==> src/rtl/gqdp_pkg.sv <==
package gqdp_pkg;

   // code width settings of the format register
   localparam logic [1:0] FMT_Q4 = 2'd0;
   localparam logic [1:0] FMT_Q5 = 2'd1;
   localparam logic [1:0] FMT_Q6 = 2'd2;
   localparam logic [1:0] FMT_Q8 = 2'd3;
   localparam logic [1:0] FMT_RESET = FMT_Q8;

   localparam logic [31:0] DEFAULT_NAN = 32'hFFC0_0000;
   localparam logic [31:0] QUIET_BIT   = 32'h0040_0000;

   typedef logic signed [11:0] fexp_type;

   // unpacked operand: value = (-1)^sign * man * 2^expo
   typedef struct packed {
      logic       sign;
      logic [23:0] man;
      fexp_type   expo;
      logic       nan;
      logic       inf;
      logic       zero;
   } fp_unp_type;

   function automatic fp_unp_type unpack_single(input logic [31:0] u);
      fp_unp_type r;
      r.sign = u[31];
      r.man  = {(u[30:23] != 8'd0), u[22:0]};
      r.expo = ((u[30:23] == 8'd0) ? 12'sd1 : $signed({4'b0, u[30:23]})) - 12'sd150;
      r.nan  = (u[30:23] == 8'hFF) && (u[22:0] != 23'd0);
      r.inf  = (u[30:23] == 8'hFF) && (u[22:0] == 23'd0);
      r.zero = (u[30:0] == 31'd0);
      return r;
   endfunction

   function automatic fp_unp_type unpack_half(input logic [15:0] h);
      fp_unp_type r;
      r.sign = h[15];
      r.man  = {13'd0, (h[14:10] != 5'd0), h[9:0]};
      r.expo = ((h[14:10] == 5'd0) ? 12'sd1 : $signed({7'b0, h[14:10]})) - 12'sd25;
      r.nan  = (h[14:10] == 5'h1F) && (h[9:0] != 10'd0);
      r.inf  = (h[14:10] == 5'h1F) && (h[9:0] == 10'd0);
      r.zero = (h[14:0] == 15'd0);
      return r;
   endfunction

   function automatic logic [31:0] half_nan_bits(input logic [15:0] h);
      return {h[15], 8'hFF, h[9:0], 13'd0};
   endfunction

   // right shift, shifted-out bits folded into the lsb
   function automatic logic [63:0] shr_sticky(input logic [63:0] v, input logic [11:0] d);
      logic [63:0] r;
      logic [63:0] mask;
      if (d >= 12'd64) begin
         r = {63'd0, |v};
      end else begin
         r    = v >> d[5:0];
         mask = ~({64{1'b1}} << d[5:0]);
         r[0] = r[0] | (|(v & mask));
      end
      return r;
   endfunction

   function automatic logic [15:0] to_bf16(input logic [31:0] u);
      logic [32:0] t;
      t = {1'b0, u} + 33'h0_7FFF + {32'd0, u[16]};
      if ((u[30:23] == 8'hFF) && (u[22:0] != 23'd0)) begin
         return u[31:16] | 16'h0040;
      end
      return t[31:16];
   endfunction

   function automatic logic signed [7:0] elem_decode(input logic [1:0] fmt,
                                                     input logic [7:0] cb,
                                                     input logic [7:0] hb,
                                                     input logic [5:0] lane);
      logic [3:0] nib;
      logic [4:0] f5;
      logic [7:0] hs;
      logic [5:0] f6;
      logic signed [7:0] r;
      nib = lane[0] ? cb[7:4] : cb[3:0];
      f5  = {hb[lane[2:0]], nib};
      hs  = hb >> {lane[1:0], 1'b0};
      f6  = {hs[1:0], nib};
      case (fmt)
         FMT_Q4:  r = {{4{nib[3]}}, nib};
         FMT_Q5:  r = {{3{f5[4]}}, f5};
         FMT_Q6:  r = {{2{f6[5]}}, f6};
         default: r = cb;
      endcase
      return r;
   endfunction

endpackage

==> src/rtl/gqdp_if.sv <==
interface gqdp_req_if;
   logic        valid;
   logic        ready;
   logic [7:0]  code_byte;
   logic [7:0]  high_byte;
   logic [5:0]  lane;
   logic [31:0] activation;
   logic [15:0] scale_half;
   logic        group_end;
   logic        dot_end;
   modport source (output valid, code_byte, high_byte, lane, activation, scale_half,
                   group_end, dot_end, input ready);
   modport sink (input valid, code_byte, high_byte, lane, activation, scale_half,
                 group_end, dot_end, output ready);
endinterface

interface gqdp_rsp_if;
   logic        valid;
   logic        ready;
   logic [15:0] result_bf16;
   modport source (output valid, result_bf16, input ready);
   modport sink (input valid, result_bf16, output ready);
endinterface

interface gqdp_csr_if;
   logic       valid;
   logic       ready;
   logic [1:0] code_format;
   modport source (output valid, code_format, input ready);
   modport sink (input valid, code_format, output ready);
endinterface

==> src/rtl/group_quant_dot_product.sv <==
// A group end or a dot end adds a second multiply-add (group sum into dot sum), and a dot end
// then issues the result beat, held back while an earlier result beat still waits; NaN,
// infinity and zero shortcuts skip the multiply, normalise, align and round steps. One element
// at a time: a new beat is taken only once the shared multiply-add datapath (multiplier, 64-bit
// normaliser, aligner, rounder) is idle again.
// Synchronous active-high reset: both sums cleared to +0, code_format to eight-bit codes.
module group_quant_dot_product
   import gqdp_pkg::*;
(
   input logic      clock,
   input logic      reset,
   gqdp_req_if.sink   req,
   gqdp_rsp_if.source rsp,
   gqdp_csr_if.sink   csr
);

   localparam logic [3:0] ST_IDLE   = 4'd0;
   localparam logic [3:0] ST_LOAD   = 4'd1;
   localparam logic [3:0] ST_MUL    = 4'd2;
   localparam logic [3:0] ST_NRMP   = 4'd3;
   localparam logic [3:0] ST_NRMC   = 4'd4;
   localparam logic [3:0] ST_ALIGN  = 4'd5;
   localparam logic [3:0] ST_NRMS   = 4'd6;
   localparam logic [3:0] ST_DENORM = 4'd7;
   localparam logic [3:0] ST_ROUND  = 4'd8;
   localparam logic [3:0] ST_DONE   = 4'd9;
   localparam logic [3:0] ST_OUT    = 4'd10;

   localparam logic [2:0] LAST_STEP = 3'd5;

   // control
   logic [3:0]  state_ff, state_in;
   logic [1:0]  fmt_ff, fmt_in;
   logic        phase_ff, phase_in;      // 0: element into group sum, 1: group into dot sum
   logic [31:0] group_sum_ff, group_sum_in;
   logic [31:0] dot_sum_ff, dot_sum_in;
   logic        rsp_valid_ff, rsp_valid_in;
   logic [2:0]  step_ff, step_in;

   // payload
   logic [15:0] rsp_data_ff, rsp_data_in;
   logic        csign_ff, csign_in;
   logic [7:0]  cmag_ff, cmag_in;
   logic [31:0] act_ff, act_in;
   logic [15:0] scale_ff, scale_in;
   logic        gend_ff, gend_in;
   logic        dend_ff, dend_in;
   logic        sp_ff, sp_in;
   logic [23:0] ma_ff, ma_in;
   logic [23:0] mb_ff, mb_in;
   fexp_type    ep_ff, ep_in;
   logic        sc_ff, sc_in;
   logic [23:0] mc_ff, mc_in;
   fexp_type    ec_ff, ec_in;
   logic        czero_ff, czero_in;
   logic [63:0] pw_ff, pw_in;
   fexp_type    pe_ff, pe_in;
   logic [63:0] nrm_ff, nrm_in;
   fexp_type    nrm_e_ff, nrm_e_in;
   logic        rsgn_ff, rsgn_in;
   logic [7:0]  bexp_ff, bexp_in;
   logic [31:0] res_ff, res_in;

   // datapath wires
   logic signed [7:0] code;
   fp_unp_type  ua, ub, uc;
   logic [31:0] b_bits, c_bits;
   logic        p_sign;
   logic [47:0] prod;
   logic        top_zero;
   logic [5:0]  nsh;
   logic [63:0] nrm_step;
   fexp_type    nrm_e_step;
   logic [63:0] xp, xc, ax, ay, shift_src, asum;
   logic [11:0] shift_d;
   logic        p_big, sx, sy, asgn;
   fexp_type    ae, bq;
   logic        inc;

   assign req.ready       = (state_ff == ST_IDLE);
   assign csr.ready       = 1'b1;
   assign rsp.valid       = rsp_valid_ff;
   assign rsp.result_bf16 = rsp_data_ff;

   // decode the element code as the beat arrives
   assign code = elem_decode(fmt_ff, req.code_byte, req.high_byte, req.lane);

   // operand selection: element pass uses code * activation + group sum,
   // group pass uses group sum * scale + dot sum
   always_comb begin
      if (phase_ff) begin
         ua     = unpack_single(group_sum_ff);
         ub     = unpack_half(scale_ff);
         b_bits = half_nan_bits(scale_ff);
         c_bits = dot_sum_ff;
      end else begin
         ua.sign = csign_ff;
         ua.man  = {16'd0, cmag_ff};
         ua.expo = 12'sd0;
         ua.nan  = 1'b0;
         ua.inf  = 1'b0;
         ua.zero = (cmag_ff == 8'd0);
         ub      = unpack_single(act_ff);
         b_bits  = act_ff;
         c_bits  = group_sum_ff;
      end
      uc     = unpack_single(c_bits);
      p_sign = ua.sign ^ ub.sign;
   end

   assign prod = ma_ff * mb_ff;

   // normaliser: one binary step per cycle, shifts of 32, 16, 8, 4, 2 and 1
   always_comb begin
      case (step_ff)
         3'd0: begin
            top_zero = (nrm_ff[63:32] == 32'd0);
            nsh      = 6'd32;
         end
         3'd1: begin
            top_zero = (nrm_ff[63:48] == 16'd0);
            nsh      = 6'd16;
         end
         3'd2: begin
            top_zero = (nrm_ff[63:56] == 8'd0);
            nsh      = 6'd8;
         end
         3'd3: begin
            top_zero = (nrm_ff[63:60] == 4'd0);
            nsh      = 6'd4;
         end
         3'd4: begin
            top_zero = (nrm_ff[63:62] == 2'd0);
            nsh      = 6'd2;
         end
         default: begin
            top_zero = ~nrm_ff[63];
            nsh      = 6'd1;
         end
      endcase
      nrm_step   = top_zero ? (nrm_ff << nsh) : nrm_ff;
      nrm_e_step = top_zero ? (nrm_e_ff - $signed({6'd0, nsh})) : nrm_e_ff;
   end

   // aligner and adder: larger exponent stays, the other shifts right with sticky
   always_comb begin
      xp        = {1'b0, pw_ff[63:16], 15'd0};
      xc        = {1'b0, nrm_ff[63:16], 15'd0};
      p_big     = czero_ff || (pe_ff >= nrm_e_ff);
      shift_src = p_big ? xc : xp;
      shift_d   = p_big ? $unsigned(pe_ff - nrm_e_ff) : $unsigned(nrm_e_ff - pe_ff);
      ax        = p_big ? xp : xc;
      ay        = czero_ff ? 64'd0 : shr_sticky(shift_src, shift_d);
      ae        = (p_big ? pe_ff : nrm_e_ff) + 12'sd1;
      sx        = p_big ? sp_ff : sc_ff;
      sy        = p_big ? sc_ff : sp_ff;
      if (sx == sy) begin
         asum = ax + ay;
         asgn = sx;
      end else if (ax >= ay) begin
         asum = ax - ay;
         asgn = sx;
      end else begin
         asum = ay - ax;
         asgn = sy;
      end
   end

   // biased exponent of the normalised sum and round-to-nearest-even increment
   assign bq  = nrm_e_ff + 12'sd190;
   assign inc = nrm_ff[39] & ((|nrm_ff[38:0]) | nrm_ff[40]);

   always_comb begin
      state_in     = state_ff;
      fmt_in       = fmt_ff;
      phase_in     = phase_ff;
      group_sum_in = group_sum_ff;
      dot_sum_in   = dot_sum_ff;
      rsp_valid_in = rsp_valid_ff;
      step_in      = step_ff;
      rsp_data_in  = rsp_data_ff;
      csign_in     = csign_ff;
      cmag_in      = cmag_ff;
      act_in       = act_ff;
      scale_in     = scale_ff;
      gend_in      = gend_ff;
      dend_in      = dend_ff;
      sp_in        = sp_ff;
      ma_in        = ma_ff;
      mb_in        = mb_ff;
      ep_in        = ep_ff;
      sc_in        = sc_ff;
      mc_in        = mc_ff;
      ec_in        = ec_ff;
      czero_in     = czero_ff;
      pw_in        = pw_ff;
      pe_in        = pe_ff;
      nrm_in       = nrm_ff;
      nrm_e_in     = nrm_e_ff;
      rsgn_in      = rsgn_ff;
      bexp_in      = bexp_ff;
      res_in       = res_ff;

      if (csr.valid) begin
         fmt_in = csr.code_format;
      end

      // drop the result beat once taken
      if (rsp_valid_ff && rsp.ready) begin
         rsp_valid_in = 1'b0;
      end

      case (state_ff)
         ST_IDLE: begin
            if (req.valid) begin
               csign_in = code[7];
               cmag_in  = code[7] ? 8'(-code) : 8'(code);
               act_in   = req.activation;
               scale_in = req.scale_half;
               gend_in  = req.group_end;
               dend_in  = req.dot_end;
               phase_in = 1'b0;
               state_in = ST_LOAD;
            end
         end

         ST_LOAD: begin
            // settle NaN, infinity and zero operands here; the rest go through the datapath
            sp_in    = p_sign;
            ma_in    = ua.man;
            mb_in    = ub.man;
            ep_in    = ua.expo + ub.expo;
            sc_in    = uc.sign;
            mc_in    = uc.man;
            ec_in    = uc.expo;
            czero_in = uc.zero;
            state_in = ST_DONE;
            if (ua.nan) begin
               res_in = group_sum_ff | QUIET_BIT;
            end else if (ub.nan) begin
               res_in = b_bits | QUIET_BIT;
            end else if ((ua.inf && ub.zero) || (ua.zero && ub.inf)) begin
               res_in = DEFAULT_NAN;
            end else if (uc.nan) begin
               res_in = c_bits | QUIET_BIT;
            end else if ((ua.inf || ub.inf) && uc.inf && (p_sign != uc.sign)) begin
               res_in = DEFAULT_NAN;
            end else if (ua.inf || ub.inf) begin
               res_in = {p_sign, 31'h7F80_0000};
            end else if (uc.inf) begin
               res_in = c_bits;
            end else if (ua.zero || ub.zero) begin
               res_in = uc.zero ? {p_sign & uc.sign, 31'd0} : c_bits;
            end else begin
               state_in = ST_MUL;
            end
         end

         ST_MUL: begin
            nrm_in   = {prod, 16'd0};
            nrm_e_in = ep_ff - 12'sd16;
            step_in  = 3'd0;
            state_in = ST_NRMP;
         end

         ST_NRMP: begin
            nrm_in   = nrm_step;
            nrm_e_in = nrm_e_step;
            step_in  = step_ff + 3'd1;
            if (step_ff == LAST_STEP) begin
               // park the product, load the addend into the normaliser
               pw_in    = nrm_step;
               pe_in    = nrm_e_step;
               nrm_in   = {mc_ff, 40'd0};
               nrm_e_in = ec_ff - 12'sd40;
               step_in  = 3'd0;
               state_in = ST_NRMC;
            end
         end

         ST_NRMC: begin
            nrm_in   = nrm_step;
            nrm_e_in = nrm_e_step;
            step_in  = step_ff + 3'd1;
            if (step_ff == LAST_STEP) begin
               step_in  = 3'd0;
               state_in = ST_ALIGN;
            end
         end

         ST_ALIGN: begin
            if (asum == 64'd0) begin
               // exact cancellation gives +0
               res_in   = 32'd0;
               state_in = ST_DONE;
            end else begin
               nrm_in   = asum;
               nrm_e_in = ae;
               rsgn_in  = asgn;
               step_in  = 3'd0;
               state_in = ST_NRMS;
            end
         end

         ST_NRMS: begin
            nrm_in   = nrm_step;
            nrm_e_in = nrm_e_step;
            step_in  = step_ff + 3'd1;
            if (step_ff == LAST_STEP) begin
               step_in  = 3'd0;
               state_in = ST_DENORM;
            end
         end

         ST_DENORM: begin
            state_in = ST_ROUND;
            if (bq >= 12'sd255) begin
               res_in   = {rsgn_ff, 8'hFF, 23'd0};
               state_in = ST_DONE;
            end else if (bq <= 12'sd0) begin
               // subnormal: shift down to the fixed exponent
               nrm_in  = shr_sticky(nrm_ff, $unsigned(12'sd1 - bq));
               bexp_in = 8'd0;
            end else begin
               bexp_in = bq[7:0];
            end
         end

         ST_ROUND: begin
            // a carry out of the fraction advances the exponent, up to infinity
            res_in   = {rsgn_ff, {bexp_ff, nrm_ff[62:40]} + {30'd0, inc}};
            state_in = ST_DONE;
         end

         ST_DONE: begin
            if (!phase_ff) begin
               group_sum_in = res_ff;
               if (gend_ff || dend_ff) begin
                  phase_in = 1'b1;
                  state_in = ST_LOAD;
               end else begin
                  state_in = ST_IDLE;
               end
            end else begin
               dot_sum_in   = res_ff;
               group_sum_in = 32'd0;
               phase_in     = 1'b0;
               state_in     = dend_ff ? ST_OUT : ST_IDLE;
            end
         end

         ST_OUT: begin
            // hold until the result slot is free
            if (!rsp_valid_ff || rsp.ready) begin
               rsp_valid_in = 1'b1;
               rsp_data_in  = to_bf16(dot_sum_ff);
               dot_sum_in   = 32'd0;
               state_in     = ST_IDLE;
            end
         end

         default: begin
            state_in = ST_IDLE;
         end
      endcase
   end

   always_ff @(posedge clock) begin
      if (reset) begin
         state_ff     <= ST_IDLE;
         fmt_ff       <= FMT_RESET;
         phase_ff     <= 1'b0;
         group_sum_ff <= 32'd0;
         dot_sum_ff   <= 32'd0;
         rsp_valid_ff <= 1'b0;
         step_ff      <= 3'd0;
      end else begin
         state_ff     <= state_in;
         fmt_ff       <= fmt_in;
         phase_ff     <= phase_in;
         group_sum_ff <= group_sum_in;
         dot_sum_ff   <= dot_sum_in;
         rsp_valid_ff <= rsp_valid_in;
         step_ff      <= step_in;
      end
   end

   always_ff @(posedge clock) begin
      rsp_data_ff <= rsp_data_in;
      csign_ff    <= csign_in;
      cmag_ff     <= cmag_in;
      act_ff      <= act_in;
      scale_ff    <= scale_in;
      gend_ff     <= gend_in;
      dend_ff     <= dend_in;
      sp_ff       <= sp_in;
      ma_ff       <= ma_in;
      mb_ff       <= mb_in;
      ep_ff       <= ep_in;
      sc_ff       <= sc_in;
      mc_ff       <= mc_in;
      ec_ff       <= ec_in;
      czero_ff    <= czero_in;
      pw_ff       <= pw_in;
      pe_ff       <= pe_in;
      nrm_ff      <= nrm_in;
      nrm_e_ff    <= nrm_e_in;
      rsgn_ff     <= rsgn_in;
      bexp_ff     <= bexp_in;
      res_ff      <= res_in;
   end

endmodule

==> src/flat_wrapper.sv <==
// flat-port wrapper written by rule: the top's interface ports become plain ports
module group_quant_dot_product_flat import gqdp_pkg::*;
  (clock, reset, req_valid, req_code_byte, req_high_byte, req_lane, req_activation, req_scale_half, req_group_end, req_dot_end, req_ready, rsp_valid, rsp_result_bf16, rsp_ready, csr_valid, csr_code_format, csr_ready);
  gqdp_req_if req_i ();
  gqdp_rsp_if rsp_i ();
  gqdp_csr_if csr_i ();
  input logic clock;
  input logic reset;
  input wire logic [$bits(req_i.valid)-1:0] req_valid;
  input wire logic [$bits(req_i.code_byte)-1:0] req_code_byte;
  input wire logic [$bits(req_i.high_byte)-1:0] req_high_byte;
  input wire logic [$bits(req_i.lane)-1:0] req_lane;
  input wire logic [$bits(req_i.activation)-1:0] req_activation;
  input wire logic [$bits(req_i.scale_half)-1:0] req_scale_half;
  input wire logic [$bits(req_i.group_end)-1:0] req_group_end;
  input wire logic [$bits(req_i.dot_end)-1:0] req_dot_end;
  output wire logic [$bits(req_i.ready)-1:0] req_ready;
  output wire logic [$bits(rsp_i.valid)-1:0] rsp_valid;
  output wire logic [$bits(rsp_i.result_bf16)-1:0] rsp_result_bf16;
  input wire logic [$bits(rsp_i.ready)-1:0] rsp_ready;
  input wire logic [$bits(csr_i.valid)-1:0] csr_valid;
  input wire logic [$bits(csr_i.code_format)-1:0] csr_code_format;
  output wire logic [$bits(csr_i.ready)-1:0] csr_ready;
  assign req_i.valid = req_valid;
  assign req_i.code_byte = req_code_byte;
  assign req_i.high_byte = req_high_byte;
  assign req_i.lane = req_lane;
  assign req_i.activation = req_activation;
  assign req_i.scale_half = req_scale_half;
  assign req_i.group_end = req_group_end;
  assign req_i.dot_end = req_dot_end;
  assign req_ready = req_i.ready;
  assign rsp_valid = rsp_i.valid;
  assign rsp_result_bf16 = rsp_i.result_bf16;
  assign rsp_i.ready = rsp_ready;
  assign csr_i.valid = csr_valid;
  assign csr_i.code_format = csr_code_format;
  assign csr_ready = csr_i.ready;
  group_quant_dot_product u_core (.clock(clock), .reset(reset), .req(req_i), .rsp(rsp_i), .csr(csr_i));
endmodule
==> config.mk <==
export PLATFORM = sky130hd
export DESIGN_NAME = group_quant_dot_product_flat
export DESIGN_NICKNAME = d
export VERILOG_FILES = /design/src/rtl/gqdp_pkg.sv /design/src/rtl/gqdp_if.sv /design/src/rtl/group_quant_dot_product.sv /design/src/flat_wrapper.sv
export SDC_FILE = /design/constraint.sdc
export NUM_CORES = 2
export LEC_CHECK = 0
export BUFFER_PORTS_ARGS = -buffer_cell sky130_fd_sc_hd__buf_2
export CELL_PAD_IN_SITES_DETAIL_PLACEMENT = 1
export CELL_PAD_IN_SITES_GLOBAL_PLACEMENT = 1
export CORE_MARGIN = 8
export CORE_UTILIZATION = 30
export CTS_CLUSTER_DIAMETER = 40
export CTS_CLUSTER_SIZE = 30
export DETAILED_ROUTE_END_ITERATION = 8
export PLACE_DENSITY = 0.64
export SLEW_MARGIN = 10
export SYNTH_ARGS = -nofsm -noshare
export SYNTH_HDL_FRONTEND = slang
export SYNTH_SLANG_ARGS = --single-unit
==> constraint.sdc <==
create_clock -name clock -period 17.1 [get_ports clock]
set_clock_uncertainty 0.1 [all_clocks]
set_input_delay 0.855 -clock clock [delete_from_list [all_inputs] [get_ports clock]]
set_output_delay 0.855 -clock clock [all_outputs]
set_load 0.05 [all_outputs]
==> results.toml <==
[run_status]
run_status = "completed"

[synthesis]
synthTopCellsByArea = "edfxtp_1 (16%), fa_1 (15%), nand2_1 (7.2%), ha_1 (7.1%), inv_1 (4.2%)"
synth_edf_count = 351
synth_seq_area_share = 0.182
ys_async_sr_fraction = 0
ys_top_cells_by_count = "nand2_1 (1275), inv_1 (744), nor2_1 (656)"
dominantRegCellSynth = "edfxtp_1"
yosysTopAreaCell = "edfxtp_1"
synth_fp_nets = 9349
synth_area_sq_mm = 0.0663
yosysMostFrequentCell = "nand2_1"
ys_ff_latch = 426
yosysTopAreaCellShare = 0.159
avgSynthCellArea_sq_um = 7.89
ys_warn_count = 0
syn_inst = 8405
synth.distinct_cells = 110

[cts]
max-clock-path-buffers = 3
cts_buffers = 71
h-tree-depth = 3
hold_buffers = 0
post-cts-setup-buffers = 0
worstSkewPairLatency_ns = 0.67
ctsResizeCount = 0
cts_root_buf = "clkbuf_16"
clock-sinks = 426
clk_pin_slew_worst_paths_ns = 0.07
cts_tree = "done"

[placement]
globalplace.congestion = 1.01
placed_cell_area_sq_mm = 0.0698
dp_hpwl_um = 252000
portBuffers = 93

[sta]
fmax_mhz = 72.2
rsz0062_at_grt = "false"
setup-violations-final = 0
finalCriticalPeriod_ns = 13.85
finalSetupTns_ns = 0
period_share = 0.810
worstMarginPinSlew_ns = 1.45
slew_headroom = 0.0344
slew_violations = 0
hold_viol = 0

[route]
drc_errors = 0
drt_wl_total_um = 335000
firstDrtPassIters = 6
routedWlPerCell_um = 30.1
vias = 67600
antenna_left = 0
drt_iter0_drc = 7693
vias_per_cell = 6.06

[global_routing]
grt_usage = 0.271
grt_pass1_wl_um = 484000
antenna_found_initial = 16
grt_pass1_vias = 68200
gr-total-overflow = 0
grt_max_degree = 121

[floorplanning]
core-area_sq_mm = 0.220
die-height_um = 486
floorplan.initialDensity = 0.302
rows = 172
io-pin-count = 98
die_w_um = 486
die_area_sq_mm = 0.236

[setup_path]
timing.reg2reg.setup_slack_ns = 3.25
worst_ep_required_time_ns = 17.28
crit_path_top_delay_cell = "o21a_1"
worstPathMaxFanout = 42
reg2reg_depth = 37
crit_path_end_kind = "flop"
crit_arrival_ns = 14.03
cp-start-kind = "flop"
critPathBufInv = 6
r2r_start = "u_core.nrm_e_ff[0]"
crit_family = "simple AND/OR/NAND/NOR gates"
cpPeakStageDelay_ns = 0.79
r2r-end = "u_core.res_ff[12]"
crit_top_cell = "buf_4"
critical_path_class = "reg2reg"

[run]
maxCapViolations = 0

[worst_hold_path]
hold_depth = 1
hold_start = "req_activation[5]"
worst_hold_path.endpoint = "u_core.act_ff[5]"
hp-class = "in2reg"

[cells_and_area]
fin_area_sq_mm = 0.0723
syn_to_final_growth_pct = 8.99
layout.nets = 9076
final_layout_size_suffix_gt1_frac = 0.0891
-- cell families after synthesis --
kind of cell | share of synthesized area
multiplexers | 0.0806
AO/OA/AOI/OAI | 0.203
flip-flops | 0.182
adder cells (fa/ha/maj) | 0.219
buffers and inverters | 0.0820
other | 0.0000566
AND/OR/NAND/NOR | 0.206
XOR/XNOR | 0.0285
-- placed cells by master (no fill, tap or decap), types with 115 or more instances in the layout --
master,n
buf_4,216
and2_1,246
o211ai_1,120
a21oi_1,541
mux2i_1,258
fa_1,486
edfxtp_1,351
xnor2_1,132
ha_1,375
o21ai_0,443
inv_1,743
a31oi_1,115
nand2_1,1272
nor2_1,645
nor3_1,167
nand3_1,178
-- layout make-up --
class,count,area [sq um]
Clock inverter,54,627
Antenna cell,5,12.5
Tap cell,2958,3700
Clock buffer,78,1810
Multi-Input combinational cell,6567,49100
Inverter,756,2840
Timing Repair Buffer,310,2110
Sequential cell,426,12000
Fill cell,26400,147000
-- stage by stage --
step,utilization,worst slack [ns],hold WS (ns),cells
finish,0.329,3.25,0.254,11200
global route,0.329,2.87,0.237,11100
CTS,0.329,3.63,0.214,11100
detailed placement,0.318,3.72,0.373,11000
global placement,0.318,3.93,0.368,11000
floorplan,-,2.69,0.351,8405
-- how the worst max path moves through the flow --
stage          slack, ns           endpoint  cells past startpoint          startpoint
2_1_floorplan       2.69   u_core.nrm_ff[0]                     46  u_core.nrm_e_ff[0]
3_3_place_gp        3.93  u_core.res_ff[20]                     37  u_core.nrm_e_ff[0]
3_5_place_dp        3.72  u_core.res_ff[12]                     37  u_core.nrm_e_ff[0]
4_1_cts             3.63  u_core.res_ff[27]                     37  u_core.nrm_e_ff[0]
5_1_grt             2.87  u_core.res_ff[27]                     36  u_core.nrm_e_ff[0]
6_report            3.25  u_core.res_ff[12]                     37  u_core.nrm_e_ff[0]
-- state kept, by name, summed over array words and instances, names as in the netlist, 4 cells and up --
signal,flops
u_core.act_ff,32
u_core.mb_ff,24
u_core.cmag_ff,8
u_core.nrm_e_ff,12
u_core.ep_ff,12
u_core.mc_ff,24
u_core.res_ff,32
u_core.pe_ff,12
u_core.ec_ff,12
u_core.scale_ff,16
u_core.pw_ff,48
u_core.dot_sum_ff,32
u_core.group_sum_ff,32
u_core.bexp_ff,8
u_core.ma_ff,24
u_core.rsp.result_bf16,16
u_core.nrm_ff,64
u_core.state_ff,4
-- per-layer routing --
layer	track usage	routed length, um	share of wire
met5	0	33	0.000098
met2	0.417	145000	0.43
met3	0.0524	29800	0.089
met1	0.360	138000	0.41
met4	0.146	22300	0.067
Power is not shown: default switching activity piles up to over one toggle a cycle in this logic, so the estimate is an artifact.
